File: src/rtl/rrt_tree_extend_defines.svh
// Assertion helpers for the RTL of the tree extension block.
`ifndef RRT_TREE_EXTEND_DEFINES_SVH
`define RRT_TREE_EXTEND_DEFINES_SVH

// Same-cycle implication, sampled on clk_i, off while rst_ni is low.
`define RRT_ASSERT_IMP(lbl, ante, cons, msg) \
  lbl: assert property (@(posedge clk_i) disable iff (!rst_ni) (ante) |-> (cons)) \
    else $error(msg);

// Next-cycle implication, sampled on clk_i, off while rst_ni is low.
`define RRT_ASSERT_NXT(lbl, ante, cons, msg) \
  lbl: assert property (@(posedge clk_i) disable iff (!rst_ni) (ante) |=> (cons)) \
    else $error(msg);

`endif

File: src/rtl/rrt_isqrt.sv
`timescale 1ns / 1ps
// ----------------------------------------------------------------------------
// rrt_isqrt
// Integer square root, floor, two radicand bits per cycle.
// ----------------------------------------------------------------------------
module rrt_isqrt #(
  parameter int SW = 38
) (
  input  logic              clk_i,
  input  logic              rst_ni,
  input  logic              start_i,
  input  logic [SW-1:0]     rad_i,
  output logic [SW/2-1:0]   root_o,
  output logic              done_o
);

  localparam int RW  = SW / 2;
  localparam int CNW = $clog2(RW + 1);

  logic [SW-1:0]   rad_q;
  logic [RW+1:0]   rem_q;
  logic [RW-1:0]   root_q;
  logic [CNW-1:0]  cnt_q;
  logic            busy_q;
  logic [RW+1:0]   rem_sh;
  logic [RW+1:0]   trial;
  logic            take;

  assign rem_sh = {rem_q[RW-1:0], rad_q[SW-1:SW-2]};
  assign trial  = {root_q, 2'b01};
  assign take   = rem_sh >= trial;

  always_ff @(posedge clk_i or negedge rst_ni) begin
    if (!rst_ni) begin
      busy_q <= 1'b0;
      done_o <= 1'b0;
      cnt_q  <= '0;
    end else if (start_i) begin
      busy_q <= 1'b1;
      done_o <= 1'b0;
      cnt_q  <= '0;
    end else if (busy_q) begin
      cnt_q <= cnt_q + 1'b1;
      if (cnt_q == CNW'(RW - 1)) begin
        busy_q <= 1'b0;
        done_o <= 1'b1;
      end
    end
  end

  always_ff @(posedge clk_i) begin
    if (start_i) begin
      rad_q  <= rad_i;
      rem_q  <= '0;
      root_q <= '0;
    end else if (busy_q) begin
      rad_q  <= {rad_q[SW-3:0], 2'b00};
      rem_q  <= take ? rem_sh - trial : rem_sh;
      root_q <= {root_q[RW-2:0], take};
    end
  end

  assign root_o = root_q;

endmodule

File: config.mk
export PLATFORM = sky130hd
export DESIGN_NAME = rrt_isqrt
export DESIGN_NICKNAME = d
export VERILOG_FILES = /design/src/rtl/rrt_tree_extend_defines.svh /design/src/rtl/rrt_isqrt.sv
export SDC_FILE = /design/constraint.sdc
export NUM_CORES = 1
export LEC_CHECK = 0
export BUFFER_PORTS_ARGS = -buffer_cell sky130_fd_sc_hd__buf_4
export CORE_ASPECT_RATIO = 0.6
export CORE_UTILIZATION = 25
export CTS_CLUSTER_SIZE = 40
export DETAILED_ROUTE_END_ITERATION = 10
export PLACE_DENSITY = 0.49
export SLEW_MARGIN = 15
export SYNTH_ARGS = -nofsm -noshare
export SYNTH_HDL_FRONTEND = slang
export SYNTH_SLANG_ARGS = --single-unit
File: constraint.sdc
create_clock -name clk_i -period 2.6 [get_ports clk_i]
set_input_delay 0.26 -clock clk_i [delete_from_list [all_inputs] [get_ports clk_i]]
set_output_delay 0.26 -clock clk_i [all_outputs]
set_load 0.01 [all_outputs]
==> impl_metrics.ini <==
[pwr]
power_leakage_uw = 0.002528
power_uw = 6333
power.density_nw_per_um2 = 1055
worst_ir_drop_vdd_v = 0.0004081

[clock_tree]
cts-buffers-inserted = 9
clock_latency_ns = 0.34
cts.clk_slew.worst_paths_ns = 0.07
cts_root_buf = clkbuf_16
cts_tree = built
cts_buffer_depth = 2
clock-sinks = 83
h-tree-depth = 3

[setup_path]
critPathKind = flop to flop
cp.required_ns = 2.84
rr_endpoint = rem_q[8]
reg2reg_depth = 9
crit_arrival_ns = 2.78
cp_max_fo = 6
r2r-start = root_o[10]
crit_path_end_kind = flop
rrSetupSlack_ns = 0.06
start_kind = flop

[synth]
synthArstFlopShare_pct = 8.434
yosys.cell_types.count = 73
synth_fa_ha_area_share_pct = 6.194
yosysWarnings = 0
yosysMostFrequentCell = nor2_1
synth_compound_area_share_pct = 17.78
synthTopCellsByArea = edfxtp_1 25%, dfxtp_1 16%, mux2_2 8.7%, ha_1 6.2%, mux2i_1 4.3%
synthMuxAreaShare_pct = 13.04
synth_xor_area_share_pct = 2.262
ys_seq_area_share_pct = 44.71
synth_top_family_by_area = compound AO/OA/AOI/OAI gates
synthCells = 435
dominantRegCellSynth = edfxtp_1
synth_top_area_share_pct = 24.56
netlist_area_um2 = 4646
yosys-top-cells-count = 47 x nor2_1, 38 x dfxtp_1, 38 x edfxtp_1, 36 x mux2_2, 25 x inv_1
synth_area_per_cell_um2 = 10.68
synth_top_area_cell = edfxtp_1
syn_nets = 499
synth-simple-area-share_pct = 11.12
yosys_register_bits = 83
synth_edf_count = 38

[place]
dp_hpwl_um = 8782
port_buffers = 60
place_ws_ns = 0.02398
routabilityCongestion = 0.8446
dpl.cell_count = 761

[route]
drcViolationCount = 0
wl_met3_um = 679
num_vias = 3743
drtAntennaViolNets = 0
wl_per_cell_um = 15.63
wirelength_met1_um = 6669
wl_um = 12220
drt-pass1-iter-count = 5
vias_per_cell = 4.786
route.met2.wl_um = 4785
maxUsedRoutingLayer = met4
drtIter0Drc = 297

[die]
start_util_pct = 25.65
die_x_um = 178.0
die_h_um = 107.6
num_rows = 38
ioPinCount = 61
die-area_um2 = 19150
coreArea_um2 = 18110

[timing]
fmax_mhz = 393.5
setup_viol = 0
min_period_over_period_pct = 97.73
rsz0062_at_grt = true
min_period_ns = 2.541
max_slew_margin_pct = 61.57
fin_skew_ns = 0.007179
tightest_slew_ns = 0.5730
worst_slack_ns = 0.05889
final_hold_viol_count = 0
maxSlewViolCount = 0
totalNegativeSetupSlack_ns = 0

[final_layout]
stdcell_count = 782
diodes = 0
fillerInstances = 1844
drive_gt1_share_pct = 34.32
fin_nets = 601
synthToLayoutAreaGrowth_pct = 29.28

[global_routing]
grt_max_degree = 39
grt_pass1_wl_um = 19490
gr-usage-all-layers_pct = 13.23
grt_antenna_before_repair = 0
grt_pass1_vias = 3581
gr-total-overflow = 0

[job]
max_cap_viol_count = 0

[worst_hold_path]
hold_class = input port to flop
holdPathEnd = rad_q[1]
holdPathStages = 2
hold_start = rad_i[1]

[outcome]
status = finished, final reports clean
==> cell type report <==
class	count	area, um^2	share of cell area (%)
clock buffers	10	229.0	3.813
clock inverters	6	48.80	0.8125
inverters	26	97.59	1.625
multi-input cells	304	2371	39.48
flip-flops and latches	83	2079	34.62
well taps	240	300.3	5.000
repair buffers	113	879.6	14.65
==> cells in the final DEF (no fill, tap or decap), types with 4 or more instances in the layout <==
master       n
nor2_1      46
nor4_1       4
mux2_2      36
nand4_1      4
a21o_1       8
nand2_1     12
buf_4      109
and2_1       6
nand3_1     11
o21ai_0     13
a21oi_1     12
o211ai_1     6
ha_1        22
o21bai_1     4
xnor2_1      7
dfxtp_1     37
dfrtp_1      6
edfxtp_1    38
xor2_1       5
inv_1       25
mux2i_1     20
a211oi_1     7
clkbuf_16    9
a311oi_1     6
==> layer usage <==
metal	GRT usage (%)	up-vias
met5	0	-
met4	3.602	0
met3	3.107	8
met2	17.07	95
met1	20.95	1796
li1	-	1844
==> report_power, final <==
| part | leakage, uW | internal [uW] | switching [uW] |
|---|---|---|---|
| Sequential | 0.000808 | 1570 | 129 |
| Clock | 0.000126 | 656 | 564 |
| Combinational | 0.00159 | 1600 | 1810 |
==> critical path: stages, from the launching register on <==
cell	delay, ns
dfxtp_1	0.33
inv_1	0.05
ha_1	0.31
a21o_4	0.23
a221o_1	0.39
a221oi_4	0.40
a21o_2	0.30
buf_4	0.14
nand4_1	0.15
o311ai_2	0.14
==> what timing repair did <==
action                                  CTS  global route
hold buffers                              1             0
gates cloned                              0             1
gates resized for setup                   0            10
pin swaps                                 1             5
endpoints found under the hold margin     7             0
setup buffers                             0             3
endpoints found under the setup margin    1            17
==> cell families (layout without fill, tap and decap cells) <==
kind of cell	count (synthesis)	count (layout)
compound gates	105	106
xor+xnor	12	12
fa+ha+maj	23	23
buf+inv	49	155
flops	83	83
mux	56	56
simple gates	107	107
==> per-stage QoR <==
step | cell area (um^2) | utilization [%] | hold WS [ns]
global placement | 5660 | 31.25 | 0.07767
global route | 6006 | 33.15 | 0.2029
detailed placement | 5660 | 31.25 | 0.08071
finish | 6006 | 33.15 | 0.2019
floorplan | 4646 | - | -0.03559
CTS | 5948 | 32.84 | 0.1906
==> state kept, by name, summed over array words and instances (netlist names) <==
register and cells:
busy_q 1, root_o 19, cnt_q 5, rad_q 38, rem_q 19, done_o 1
==> worst max path at each step <==
| stage | start | end | slack, ns | cells after the start |
|---|---|---|---|---|
| after floorplan | root_o[10] | rem_q[7] | 0.08 | 9 |
| after global placement | root_o[10] | rem_q[7] | 0.08 | 8 |
| after detailed placement | root_o[10] | rem_q[7] | 0.02 | 8 |
| after CTS | root_o[10] | rem_q[7] | 0.02 | 8 |
| after global routing | root_o[10] | rem_q[8] | -0.04 | 9 |
| final | root_o[10] | rem_q[8] | 0.06 | 9 |
(Power assumes the default switching activity.)
