**config.mk**
```make
export PLATFORM = sky130hd
export DESIGN_NAME = rrt_div
export DESIGN_NICKNAME = d
export VERILOG_FILES = /design/src/rtl/rrt_tree_extend_defines.svh /design/src/rtl/rrt_div.sv
export SDC_FILE = /design/constraint.sdc
export NUM_CORES = 1
export LEC_CHECK = 0
export ABC_AREA = 1
export BUFFER_PORTS_ARGS = -buffer_cell sky130_fd_sc_hd__buf_2
export CORE_ASPECT_RATIO = 1.4
export CORE_MARGIN = 4
export CORE_UTILIZATION = 55
export DETAILED_ROUTE_END_ITERATION = 10
export PLACE_DENSITY_LB_ADDON = 0.25
export SYNTH_ARGS = -nofsm -noshare
export SYNTH_HDL_FRONTEND = slang
export SYNTH_SLANG_ARGS = --single-unit
```
**constraint.sdc**
```tcl
create_clock -name clk_i -period 4.75 [get_ports clk_i]
set_input_delay 0.95 -clock clk_i [delete_from_list [all_inputs] [get_ports clk_i]]
set_output_delay 0.95 -clock clk_i [all_outputs]
set_load 0.1 [all_outputs]
```
**src/rtl/rrt_tree_extend_defines.svh**
```systemverilog
// Assertion helpers for the RTL of the tree extension block.
`ifndef RRT_TREE_EXTEND_DEFINES_SVH
`define RRT_TREE_EXTEND_DEFINES_SVH

// Same-cycle implication, sampled on clk_i, off while rst_ni is low.
`define RRT_ASSERT_IMP(lbl, ante, cons, msg) \
  lbl: assert property (@(posedge clk_i) disable iff (!rst_ni) (ante) |-> (cons)) \
    else $error(msg);

// Next-cycle implication, sampled on clk_i, off while rst_ni is low.
`define RRT_ASSERT_NXT(lbl, ante, cons, msg) \
  lbl: assert property (@(posedge clk_i) disable iff (!rst_ni) (ante) |=> (cons)) \
    else $error(msg);

`endif

```
**src/rtl/rrt_div.sv**
```systemverilog
`timescale 1ns / 1ps
// ----------------------------------------------------------------------------
// rrt_div
// Restoring unsigned divider, one quotient bit per cycle.
// ----------------------------------------------------------------------------
module rrt_div #(
  parameter int NW = 32,
  parameter int DNW = 19
) (
  input  logic            clk_i,
  input  logic            rst_ni,
  input  logic            start_i,
  input  logic [NW-1:0]   num_i,
  input  logic [DNW-1:0]  den_i,
  output logic [NW-1:0]   quo_o,
  output logic            done_o
);

  localparam int CNW = $clog2(NW + 1);

  logic [NW-1:0]   num_q;
  logic [DNW-1:0]  den_q;
  logic [DNW-1:0]  rem_q;
  logic [CNW-1:0]  cnt_q;
  logic            busy_q;
  logic [DNW:0]    rem_sh;
  logic [DNW:0]    rem_sub;
  logic            take;

  assign rem_sh  = {rem_q, num_q[NW-1]};
  assign rem_sub = rem_sh - {1'b0, den_q};
  assign take    = rem_sh >= {1'b0, den_q};

  always_ff @(posedge clk_i or negedge rst_ni) begin
    if (!rst_ni) begin
      busy_q <= 1'b0;
      done_o <= 1'b0;
      cnt_q  <= '0;
    end else if (start_i) begin
      busy_q <= 1'b1;
      done_o <= 1'b0;
      cnt_q  <= '0;
    end else if (busy_q) begin
      cnt_q <= cnt_q + 1'b1;
      if (cnt_q == CNW'(NW - 1)) begin
        busy_q <= 1'b0;
        done_o <= 1'b1;
      end
    end
  end

  // The dividend register shifts the quotient in from the bottom.
  always_ff @(posedge clk_i) begin
    if (start_i) begin
      num_q <= num_i;
      den_q <= den_i;
      rem_q <= '0;
    end else if (busy_q) begin
      num_q <= {num_q[NW-2:0], take};
      rem_q <= take ? rem_sub[DNW-1:0] : rem_sh[DNW-1:0];
    end
  end

  assign quo_o = num_q;

endmodule

```
==> reports/results.ini <==
[outcome]
status = completed

[yosys]
synth.cell_area_mm2 = 0.004601
netlist_instances = 596
yosys_warnings = 0
synthFlopType = edfxtp_1
synthArstFlopShare_pct = 10.26
syn_avg_cell_area_um2 = 7.719
seq_area_frac_synth_pct = 45.91
syn_nets = 671
synth_edf_count = 51
synth.distinct_cells = 39
ys_ff_latch = 78

[grt]
grt_max_degree = 41
grtUsageTotal_pct = 22.78
antenna_found_initial = 0
first_global_vias = 3989
grt_pass1_wl_um = 18100
overflow = 0

[setup_path]
cp_max_fo = 21
reg2reg_from = quo_o[31]$_DFFE_PP_
cp.required_ns = 4.95
rr_endpoint = rem_q[4]$_SDFFE_PP0P_
cp_slowest_cell = fa_1
critPathMaxStageDelay_ns = 0.45
path_class = reg2reg
critPathTopFamily = simple AND/OR/NAND/NOR gates
r2r_cells = 13
crit_chain = inv_1 > ha_1 > fa_1 > inv_1 > nand3_1 > nand2_2 > nand2_2 > nand3_2 > nand2_4 > nand2_8 > nand2_1 > nand3_1 > o21ai_0
r2r_slack_ns = 2.27
worstSetupStartpointType = register
cp_num_buf_inv = 2
end_kind = register
arrival_ns = 2.68

[die]
initial_core_util_pct = 56.46
fp.dieH_um = 116.2
fp.dieW_um = 85.30
coreArea_mm2 = 0.008149
io_pins = 87
rows = 39
die_area_mm2 = 0.009913

[sta]
setup_viol = 0
slew_headroom_pct = 52.32
worst_pin_slew_ns = 0.7126
fin_worst_skew_ns = 0.005572
rsz0062_at_grt = false
hold_viol = 0
drv_slew = 0
max_freq_ghz = 0.4038
period_share_pct = 52.14
fin_ws_ns = 2.273
whs_ns = 0.4553
fin_crit_ns = 2.477
tns_ns = 0

[cells_and_area]
regArea_mm2 = 0.002112
antenna_cells = 0
multiInputGateArea_mm2 = 0.002048
nFillCells = 686
fin_nets = 755
syn_to_final_growth_pct = 17.05
drive_gt1_share_pct = 18.69

[power]
p_total_uw = 2801
irDropWorstVdd_mv = 0.3570
powerDensity_mw_per_mm2 = 520.2
leakagePower_uw = 0.002860

[clocking]
clkLatencyLatePin_ns = 0.33
cts_buffers = 9
cts_resized = 0
clock_sinks = 78
cts_buffer_depth = 2
cts_tree = yes
clk_root_buffer_cell = clkbuf_16
post_cts_buffers = 0
cts.clk_slew.worst_paths_ns = 0.06
ctsHoldBuffers = 0
cts-htree-levels = 3

[routing]
first_pass_iters = 5
drtIter0Drc = 286
vias = 4028
wirelength_um = 10740
drtAntennaViolNets = 0
post_drt_wl_per_cell_um = 13.64
drc = 0
viasPerCell = 5.118

[placement]
place_hpwl_um = 7985
gp_congestion = 0.9148
pre_cts_slack_ns = 2.079
io_buffers = 86

[min_path]
min_path_type = in2async

[job]
cap_viol_max_count = 0

power by group:
group	total, uW	leakage [uW]	internal, uW	switching [uW]
logic	1210	0.00192	374	840
clock network	691	0.000146	433	258
registers	896	0.000799	833	62.8
worst max path at each step:
stage / end / start / slack [ns] / cells after the start
3_5_place_dp: quo_o[0]$_DFFE_PP_ / start_i / 2.08 / 5
2_1_floorplan: rem_q[17]$_SDFFE_PP0P_ / quo_o[31]$_DFFE_PP_ / 2.06 / 14
4_1_cts: rem_q[4]$_SDFFE_PP0P_ / quo_o[31]$_DFFE_PP_ / 2.27 / 13
6_report: rem_q[4]$_SDFFE_PP0P_ / quo_o[31]$_DFFE_PP_ / 2.27 / 13
3_3_place_gp: quo_o[0]$_DFFE_PP_ / start_i / 2.13 / 5
5_1_grt: rem_q[4]$_SDFFE_PP0P_ / quo_o[31]$_DFFE_PP_ / 2.15 / 13
synth_stat cells (3+ instances only):
cell / count / area, um^2
clkbuf_1: 6 / 22.52
nand3b_1: 10 / 75.07
xnor2_1: 6 / 52.55
xor2_1: 3 / 26.28
inv_1: 86 / 322.8
edfxtp_1: 51 / 1531
a21oi_1: 15 / 75.07
nor2_1: 24 / 90.09
nor2_2: 4 / 25.02
nand2_2: 7 / 43.79
nand3_2: 5 / 50.05
nand2_1: 240 / 900.9
nand3_1: 40 / 200.2
dfxtp_1: 19 / 380.4
ha_1: 20 / 250.2
o21ai_0: 13 / 65.06
buf_2: 4 / 20.02
dfrtp_1: 8 / 200.2
buf_6: 3 / 33.78
nor3_1: 9 / 45.04
stage by stage:
stage	utilization (%)	instance area, um^2	std cells
2_1_floorplan	-	4601	596
3_3_place_gp	62.37	5082	771
3_5_place_dp	62.37	5082	771
4_1_cts	66.08	5385	787
5_1_grt	66.08	5385	787
6_report	66.08	5385	787
final cells by class:
class                      count  share of cell area, %
clock buffer                  12                  4.763
sequential                    78                  39.22
tap                          102                  2.370
inverter                      89                  6.204
multi-input combinational    412                  38.03
clock inverter                 4                 0.8597
timing repair buffer          90                  8.550
layout by cell type (no fill, tap or decap), types with 3 or more instances in the layout:
cell type and n:
nand2_1 240, clkbuf_16 9, a21oi_1 15, buf_2 86, nor3_1 9, buf_4 4, nand3_1 40, ha_1 20
nor2_1 24, nand2_2 7, xnor2_1 6, nor2_2 4, xor2_1 3, dfxtp_1 19, nand3_2 5, nand3b_1 10
edfxtp_1 51, o21ai_0 13, inv_1 86, dfrtp_1 8
cells by family after synthesis:
group | share of synthesized area [%]
buffers and inverters | 9.573
adders and majority gates | 5.874
and+or+nand+nor | 32.28
DFF | 45.91
AOI/OAI and AO/OA | 4.651
xor gates and xnor gates | 1.713
layer usage:
metal / part of all wire, % / track usage (%)
met4: 2.3 / 8.976
met2: 50 / 39.00
met3: 5.8 / 4.940
met5: 0 / 0
met1: 42 / 28.06
registers in the layout, indices dropped and copies added, names as in the netlist:
| register | cells |
|---|---|
| quo_o | 32 |
| cnt_q | 6 |
| den_q | 19 |
| busy_q | 1 |
| rem_q | 19 |
| done_o | 1 |
worst register-to-register path: stages (launching register included):
cell	delay [ns]
edfxtp_1	0.37
inv_1	0.07
ha_1	0.26
fa_1	0.45
inv_1	0.11
nand3_1	0.08
nand2_2	0.13
nand2_2	0.08
nand3_2	0.09
nand2_4	0.19
nand2_8	0.23
nand2_1	0.10
nand3_1	0.09
o21ai_0	0.10
No activity file was read; power rests on OpenSTA's default activity.
