[config.mk]
export PLATFORM = sky130hd
export DESIGN_NAME = rrt_lane
export DESIGN_NICKNAME = d
export VERILOG_FILES = /design/src/rtl/rrt_tree_extend_defines.svh /design/src/rtl/rrt_lane.sv
export SDC_FILE = /design/constraint.sdc
export NUM_CORES = 1
export LEC_CHECK = 0
export ABC_CLOCK_PERIOD_IN_PS = 22600
export CORE_AREA = 4 4 168 170
export CTS_BUF_LIST = sky130_fd_sc_hd__clkbuf_16
export DETAILED_ROUTE_END_ITERATION = 8
export DIE_AREA = 0 0 172 174
export DONT_BUFFER_PORTS = 1
export PLACE_DENSITY_LB_ADDON = 0.15
export SETUP_SLACK_MARGIN = 0.2
export SLEW_MARGIN = 30
export SYNTH_ARGS = -nofsm -noshare
export SYNTH_HDL_FRONTEND = slang
export SYNTH_SLANG_ARGS = --single-unit
[constraint.sdc]
create_clock -name clk_i -period 22.6 [get_ports clk_i]
set_input_delay 4.52 -clock clk_i [delete_from_list [all_inputs] [get_ports clk_i]]
set_output_delay 4.52 -clock clk_i [all_outputs]
set_load 0.05 [all_outputs]
[src/rtl/rrt_tree_extend_defines.svh]
// Assertion helpers for the RTL of the tree extension block.
`ifndef RRT_TREE_EXTEND_DEFINES_SVH
`define RRT_TREE_EXTEND_DEFINES_SVH

// Same-cycle implication, sampled on clk_i, off while rst_ni is low.
`define RRT_ASSERT_IMP(lbl, ante, cons, msg) \
  lbl: assert property (@(posedge clk_i) disable iff (!rst_ni) (ante) |-> (cons)) \
    else $error(msg);

// Next-cycle implication, sampled on clk_i, off while rst_ni is low.
`define RRT_ASSERT_NXT(lbl, ante, cons, msg) \
  lbl: assert property (@(posedge clk_i) disable iff (!rst_ni) (ante) |=> (cons)) \
    else $error(msg);

`endif

[src/rtl/rrt_lane.sv]
`timescale 1ns / 1ps
// ----------------------------------------------------------------------------
// rrt_lane
// One joint lane: registered difference magnitude, sign and square.
// ----------------------------------------------------------------------------
module rrt_lane #(
  parameter int OPW = 16
) (
  input  logic                   clk_i,
  input  logic signed [OPW-1:0]  a_i,
  input  logic signed [OPW-1:0]  b_i,
  output logic [OPW:0]           mag_o,
  output logic                   neg_o,
  output logic [2*OPW+1:0]       sq_o
);

  logic signed [OPW:0] diff;
  logic [OPW:0]        mag;

  assign diff = (OPW+1)'(a_i) - (OPW+1)'(b_i);
  assign mag  = diff[OPW] ? (OPW+1)'(-diff) : (OPW+1)'(diff);

  always_ff @(posedge clk_i) begin
    mag_o <= mag;
    neg_o <= diff[OPW];
    sq_o  <= (2*OPW+2)'(mag) * (2*OPW+2)'(mag);
  end

endmodule

==> metrics, run 1 <==
result of the run=completed; number of register bits inferred by synthesis=50; clock buffers created by TritonCTS=5; Yosys top cell by area=sky130_fd_sc_hd__fa_1; port buffer count=0; Tot GR Track Use=17.75%; Period minus WS final=13.98 ns; Die Width=172 um; required time of the worst setup path=22.79 ns; commonest cells in the netlist=283 x sky130_fd_sc_hd__inv_1, 192 x sky130_fd_sc_hd__fa_1, 122 x sky130_fd_sc_hd__ha_1; iteration count of the initial detailed-routing pass=5; Max clock buf depth=2; number of distinct library cell variants in the gate-level netlist after synthesis=79; number of nets with antenna violations after detailed routing=0; top fanout value on the critical path=13; startpoint kind of the worst setup timing path=input port; global-route wire length before repair=42,520 um; core area=about 27,000 sq um; metal2 WL=12,510 um; Row Count=60; sequential cell area in the final layout=1001 sq um; routability congestion estimate=around 0.86; antenna violations before repair=0; ys async rst share=0%; wire per inst=16.42 um; type of the most critical hold path=input port to register; arrival time at the worst endpoint=14.17 ns; number of buffers added to fix hold violations after cts=0; Main synth FF type=sky130_fd_sc_hd__dfxtp_1; Post-CTS Resized=0; post-route setup TNS=0 ns; routed metal-1 wirelength=11,250 um; minimum setup slack after placement=8.319 ns; DRC violation count after routing=0; final hold violation count=0; top layer in use=met4; WS Path Type=input port to register; CP max stage delay=about 0.57 ns; initial DRC count=approximately 350; Gate Count Post-Synth=1,176; # IOs=85; max-cap violations=0; CTS tree=built; detailed-route vias per instance=4.935; Antenna diodes=0; total number of nets in the final design=around 1,500; highest-delay cell along the critical path=sky130_fd_sc_hd__xor2_1; Mean Syn Cell Area=8.972 sq um; detailed-route wire length=24,800 um; slew margin rel.=37.11%; number of buffers inserted to repair setup after CTS=0; number of levels the H-tree was split into=2; area of the die=29,930 sq um; EDFF count, synth=0; portion of the post-synthesis area used by sequential elements=9.487%; fraction of layout instances using a drive strength above 1=4.448%; total number of vias=7,452; via count of the first global-routing pass=8,265; biggest area contributors in the synthesized netlist=sky130_fd_sc_hd__fa_1 36%, sky130_fd_sc_hd__ha_1 14%, sky130_fd_sc_hd__inv_1 10%, sky130_fd_sc_hd__dfxtp_1 9.5%, sky130_fd_sc_hd__nand2_1 3.7%; maximum number of pins on one net before global-route repair=16; CTS root buffer=sky130_fd_sc_hd__clkbuf_16; footprint of the multi-input gates=8325 sq um; total overflow reported by the global router=0; Starting Density=39.48%; library cell with the highest instance count after synthesis=sky130_fd_sc_hd__inv_1; pins over their slew limit=0; Worst setup EP type=register; Routed met3 length=620 um; Synth-to-Final Area Change=4.815%; Warnings, synthesis=0; die boundary height=roughly 170 um; final-layout fill cell count=roughly 2,700; cell repeated most along the worst path=sky130_fd_sc_hd__fa_1; number of setup violations in the final report=0; transition time at the pin with the least slew margin=0.9421 ns; worst setup margin=8.618 ns; maximum frequency from static timing analysis=71.52 MHz; area share of the largest cell type after synthesis=36.43%; post-synthesis instance area=10,550 sq um; estimated wirelength of the detail-placed design=between 20,000 and 25,000 um; unrepaired setup endpoints after global routing=no; worst hold margin=4.902 ns; ratio of final minimum period to clock period=61.87%; post-CTS clock slew at the launch and capture registers of the worst setup and hold paths=0.07 ns; clk sinks=50
-- registers in the layout, indices dropped and copies added (netlist names) --
| name | count |
|---|---|
| sq_o | 33 |
| mag_o | 16 |
| neg_o | 1 |
-- logic make-up after synthesis --
group                      share of synthesized area, %
buffers and inverters                             12.00
adders and majority gates                         50.90
and+or+nand+nor                                   12.00
AOI/OAI and AO/OA                                 9.771
xor gates and xnor gates                          5.561
DFF                                               9.487
other                                           0.07118
muxes                                            0.2134
-- path summary, 6_finish.rpt --
check,start,end,slack (ns),cells after the start
setup / recovery,a_i[0],sq_o[33],8.62,34
hold / removal,b_i[1],mag_o[2],4.90,4
-- cell type report --
class,instances,area share (%)
multi-input combinational,813,75.28
clock inverter,2,0.3055
inverter,293,9.967
clock buffer,5,1.131
tap,341,3.858
timing repair buffer,6,0.4073
sequential,50,9.051
-- worst max-delay path: cells and delay by family --
family          cells  cell delay (ns)
buf+inv             8             0.98
xor+xnor            2             0.76
fa+ha+maj           9             3.90
compound gates     12             3.34
simple gates        3             0.63
-- metrics by stage --
step           area (sq um)  cells  utilization [%]
2_1_floorplan         10590   1187                -
3_3_place_gp          10900   1503            40.79
3_5_place_dp          10900   1503            40.79
4_1_cts               11060   1510            41.38
5_1_grt               11060   1510            41.38
6_report              11060   1510            41.38
-- metal layers --
metal,GRT usage (%),up-vias
met5,0,-
met4,3.505,0
met3,1.637,18
met2,30.90,113
met1,24.13,3734
li1,-,3587
-- layout by cell type (no fill, tap or decap), types with 3 or more instances in the layout --
cell | synthesis | routed
sky130_fd_sc_hd__a211oi_1 | 3 | 3
sky130_fd_sc_hd__a21o_1 | 20 | 20
sky130_fd_sc_hd__a21oi_1 | 38 | 38
sky130_fd_sc_hd__a21oi_2 | 3 | 3
sky130_fd_sc_hd__a31oi_1 | 6 | 6
sky130_fd_sc_hd__and2_1 | 8 | 8
sky130_fd_sc_hd__and3_1 | 8 | 8
sky130_fd_sc_hd__and4_1 | 3 | 3
sky130_fd_sc_hd__buf_4 | 7 | 6
sky130_fd_sc_hd__clkbuf_16 | 0 | 5
sky130_fd_sc_hd__conb_1 | 2 | 13
sky130_fd_sc_hd__dfxtp_1 | 50 | 50
sky130_fd_sc_hd__fa_1 | 192 | 192
sky130_fd_sc_hd__ha_1 | 122 | 122
sky130_fd_sc_hd__inv_1 | 283 | 283
sky130_fd_sc_hd__inv_2 | 8 | 8
sky130_fd_sc_hd__nand2_1 | 103 | 103
sky130_fd_sc_hd__nand2b_1 | 5 | 5
sky130_fd_sc_hd__nand3_1 | 9 | 9
sky130_fd_sc_hd__nand3b_1 | 5 | 5
sky130_fd_sc_hd__nand4_1 | 6 | 6
sky130_fd_sc_hd__nor2_1 | 95 | 95
sky130_fd_sc_hd__nor2b_1 | 6 | 6
sky130_fd_sc_hd__nor3_1 | 9 | 9
sky130_fd_sc_hd__o2111ai_1 | 3 | 3
sky130_fd_sc_hd__o211ai_1 | 4 | 4
sky130_fd_sc_hd__o21a_1 | 9 | 9
sky130_fd_sc_hd__o21ai_0 | 24 | 24
sky130_fd_sc_hd__o21bai_1 | 6 | 6
sky130_fd_sc_hd__or2_2 | 4 | 4
sky130_fd_sc_hd__xnor2_1 | 42 | 42
sky130_fd_sc_hd__xor2_1 | 15 | 15
Power of run 1 is not shown: default switching activity piles up to over one toggle a cycle in this logic, so the estimate is an artifact.
==> run 2: changes to the inputs <==
--- a/config.mk
+++ b/config.mk
@@ -5,7 +5,7 @@
 export SDC_FILE = /design/constraint.sdc
 export NUM_CORES = 1
 export LEC_CHECK = 0
-export ABC_CLOCK_PERIOD_IN_PS = 22600
+export ABC_CLOCK_PERIOD_IN_PS = 11460
 export CORE_AREA = 4 4 168 170
 export CTS_BUF_LIST = sky130_fd_sc_hd__clkbuf_16
 export DETAILED_ROUTE_END_ITERATION = 8
==> constraint.sdc (replaced) <==
create_clock -name clk_i -period 11.46 [get_ports clk_i]
set_input_delay 2.292 -clock clk_i [delete_from_list [all_inputs] [get_ports clk_i]]
set_output_delay 2.292 -clock clk_i [all_outputs]
set_load 0.05 [all_outputs]
==> metrics, run 2 (synthesis gave the netlist of run 1 again) <==
number of setup violations in the final report=0; number of levels the H-tree was split into=2; area of the die=29,930 sq um; Period minus WS final=10.76 ns; utilization after layout=between 40 and 50%; final hold violation count=0; maximum number of pins on one net before global-route repair=17; antenna violations before repair=0; detailed-route vias per instance=around 5; Antenna diodes=0; CP max stage delay=~0.52 ns; register containing the most flip-flops in the final layout=sq_o; placed cell count=~1,500; fraction of layout instances using a drive strength above 1=under 10%; core area=26,730 sq um; Row Count=60; Starting Density=39.48%; ratio of final minimum period to clock period=roughly 94%; required time of the worst setup path=11.66 ns; post-CTS clock slew at the launch and capture registers of the worst setup and hold paths=roughly 0.08 ns; Worst setup EP type=register; number of standard cells in the final layout excluding fillers=1,539; CTS root buffer=sky130_fd_sc_hd__clkbuf_16; total number of vias=about 7,500; Synth-to-Final Area Change=6.902%; top fanout value on the critical path=9; post-route setup TNS=0 ns; highest-delay cell along the critical path=sky130_fd_sc_hd__fa_1; number of buffers added to fix hold violations after cts=0; flip-flop count of the largest register, all copies and words added=33; via count of the first global-routing pass=8,320; pins over their slew limit=0; max-cap violations=0; cell repeated most along the worst path=sky130_fd_sc_hd__fa_1; Tot GR Track Use=17.94%; die boundary height=~170 um; DRC violation count after routing=0; minimum setup slack after placement=0.3869 ns; CTS tree=built; clk sinks=50; Die Width=172 um; unrepaired setup endpoints after global routing=no; Max clock buf depth=2; startpoint kind of the worst setup timing path=input port; most common cell after layout, fill and taps aside=sky130_fd_sc_hd__inv_1; maximum frequency from static timing analysis=92.93 MHz; Post-CTS Resized=0; estimated wirelength of the detail-placed design=21,460 um; # IOs=85; initial DRC count=378; total number of nets in the final design=1,544; clock buffers created by TritonCTS=5; global-route wire length before repair=42,970 um; result of the run=completed; number of nets with antenna violations after detailed routing=0; wire per inst=16.16 um; slew margin rel.=37.70%; worst setup margin=0.6996 ns; port buffer count=0; detailed-route wire length=approximately 25,000 um; routability congestion estimate=0.8501; total overflow reported by the global router=0; number of buffers inserted to repair setup after CTS=0; arrival time at the worst endpoint=10.96 ns; WS Path Type=input port to register; type of the most critical hold path=input port to register; transition time at the pin with the least slew margin=0.9332 ns; Largest regs=sq_o x33, mag_o x16, neg_o x1; iteration count of the initial detailed-routing pass=5; top library cells by usage in the layout, fill and taps aside=283 x sky130_fd_sc_hd__inv_1, 192 x sky130_fd_sc_hd__fa_1, 122 x sky130_fd_sc_hd__ha_1
[run 2: final cells by class]
class,count,area [sq um]
fillers,2745,15450
multi-input cells,813,8325
clock inverters,3,43.79
well taps,341,426.7
clock buffers,5,125.1
inverters,293,1102
flip-flops and latches,50,1001
repair buffers,34,255.2
[run 2: worst paths after layout]
kind	start	to	cells past startpoint
min	b_i[1]	mag_o[2]	4
max	a_i[0]	sq_o[33]	34
[run 2: through the flow]
stage / hold slack, ns / cell area [sq um]
5_1_grt: 2.701 / 11280
6_report: 2.664 / 11280
4_1_cts: 2.651 / 11280
2_1_floorplan: 2.732 / 10590
3_3_place_gp: 2.735 / 11110
3_5_place_dp: 2.734 / 11110
[run 2: layer usage]
metal | GRT usage (%) | up-vias | part of all wire, %
met1 | 24.68 | 3715 | 46
met3 | 1.910 | 17 | 3.2
li1 | - | 3641 | -
met2 | 30.67 | 120 | 50
met5 | 0 | - | 0
met4 | 3.636 | 0 | 1.5
[run 2: worst max-delay path, delay by kind of cell]
family                   cells  cell delay [ns]
buffers and inverters        6             0.43
AO/OA/AOI/OAI               12             2.93
adder cells (fa/ha/maj)      9             3.73
XOR/XNOR                     2             0.45
AND/OR/NAND/NOR              5             1.14
Power of run 2 is left out for the same reason.
==> run 3: changes to the inputs <==
--- a/config.mk
+++ b/config.mk
@@ -11,7 +11,6 @@
 export DETAILED_ROUTE_END_ITERATION = 8
 export DIE_AREA = 0 0 172 174
 export DONT_BUFFER_PORTS = 1
-export PLACE_DENSITY_LB_ADDON = 0.15
 export SETUP_SLACK_MARGIN = 0.2
 export SLEW_MARGIN = 30
 export SYNTH_ARGS = -nofsm -noshare
==> metrics, run 3 (synthesis gave the netlist of run 1 again) <==
result of the run=completed; Row Count=60; number of setup violations in the final report=0; total overflow reported by the global router=0; top library cells by usage in the layout, fill and taps aside=283 x sky130_fd_sc_hd__inv_1, 192 x sky130_fd_sc_hd__fa_1, 122 x sky130_fd_sc_hd__ha_1; maximum number of pins on one net before global-route repair=19; slew margin rel.=between 30% and 40%; transition time at the pin with the least slew margin=about 0.93 ns; WHS Path Cells=3; core area=26,730 sq um; clock buffers created by TritonCTS=5; fraction of layout instances using a drive strength above 1=6.862%; detailed-route wire length=around 25,000 um; type of the most critical hold path=input port to register; wire per inst=16.01 um; footprint of the multi-input gates=8341 sq um; estimated wirelength of the detail-placed design=21,050 um; die boundary height=about 170 um; Max clock buf depth=2; Tot GR Track Use=17.30%; Worst setup EP type=register; maximum frequency from static timing analysis=roughly 94 MHz; number of levels the H-tree was split into=2; total number of vias=7,594; CP max stage delay=0.51 ns; cell repeated most along the worst path=sky130_fd_sc_hd__fa_1; Period minus WS final=10.66 ns; number of buffers added to fix hold violations after cts=0; register containing the most flip-flops in the final layout=sq_o; final-layout fill cell count=2,683; post-route setup TNS=0 ns; most common cell after layout, fill and taps aside=sky130_fd_sc_hd__inv_1; min-delay src=b_i[1]; WS Path Type=input port to register; clk sinks=50; ratio of final minimum period to clock period=93.00%; pins over their slew limit=0; top fanout value on the critical path=9; required time of the worst setup path=~12 ns; CTS root buffer=sky130_fd_sc_hd__clkbuf_16; global-route wire length before repair=41,360 um; unrepaired setup endpoints after global routing=no; # IOs=85; area of the die=29,930 sq um; max-cap violations=0; iteration count of the initial detailed-routing pass=5; via count of the first global-routing pass=between 8,000 and 9,000; Die Width=172 um; post-CTS clock slew at the launch and capture registers of the worst setup and hold paths=~0.09 ns; detailed-route vias per instance=4.944; CTS tree=built; port buffer count=0; startpoint kind of the worst setup timing path=input port; Starting Density=39.48%; flip-flop count of the largest register, all copies and words added=33; routability congestion estimate=between 0.8 and 0.9; arrival time at the worst endpoint=10.85 ns; total number of nets in the final design=1,541; highest-delay cell along the critical path=sky130_fd_sc_hd__fa_1; Synth-to-Final Area Change=6.688%; Largest regs=sq_o x33, mag_o x16, neg_o x1; Antenna diodes=0; sequential cell area in the final layout=1001 sq um; antenna violations before repair=0; Endpoint, Worst Hold=sq_o[2]; final hold violation count=0; number of nets with antenna violations after detailed routing=0; initial DRC count=320; DRC violation count after routing=0
==> run 3: per-layer routing <==
metal | global-route usage [%] | vias up | part of all wire (%) | wire [um]
met5 | 0 | - | 0 | 0
met4 | 4.127 | 0 | 2.4 | 583
met3 | 2.070 | 35 | 4.4 | 1089
met2 | 29.28 | 171 | 49 | 12150
met1 | 23.66 | 3749 | 44 | 10760
li1 | - | 3639 | - | -
==> run 3: critical path, delay by kind of cell <==
kind | cells | cell delay (ns)
buffers and inverters | 6 | 0.44
XOR/XNOR | 2 | 0.31
AO/OA/AOI/OAI | 12 | 2.83
AND/OR/NAND/NOR | 5 | 1.10
adder cells (fa/ha/maj) | 9 | 3.84
==> run 3: per-stage QoR <==
step | instance area, sq um | worst slack, ns | hold slack (ns) | util (%) | instances
final | 11260 | 0.8027 | 2.629 | 42.12 | 1536
after global routing | 11260 | 0.3715 | 2.669 | 42.12 | 1536
after detailed placement | 11090 | 0.2785 | 2.734 | 41.49 | 1528
after global placement | 11090 | 0.3926 | 2.734 | 41.49 | 1528
after CTS | 11240 | 0.6035 | 2.620 | 42.06 | 1536
after floorplan | 10590 | 0.8744 | 2.732 | - | 1187
==> run 3: what timing repair did <==
item,CTS,global route
gates resized for setup,0,3
endpoints found under the setup margin,0,2
setup buffers,0,0
==> run 3: worst max-delay path by stage <==
stage                      start        to  slack [ns]  depth (start not counted)
after CTS                 a_i[0]  sq_o[33]        0.60                         32
after detailed placement  a_i[0]  sq_o[33]        0.28                         32
final                     a_i[0]  sq_o[33]        0.80                         34
after global placement    a_i[0]  sq_o[33]        0.39                         34
after floorplan           a_i[0]  sq_o[33]        0.87                         36
after global routing      a_i[0]  sq_o[33]        0.37                         34
==> run 3: cell type report <==
class / count / share of cell area (%)
clock buffers: 5 / 1.111
clock inverters: 3 / 0.2556
inverters: 293 / 9.792
multi-input cells: 813 / 74.09
flip-flops and latches: 50 / 8.892
well taps: 341 / 3.790
repair buffers: 31 / 2.067
Power of run 3 is left out for the same reason.
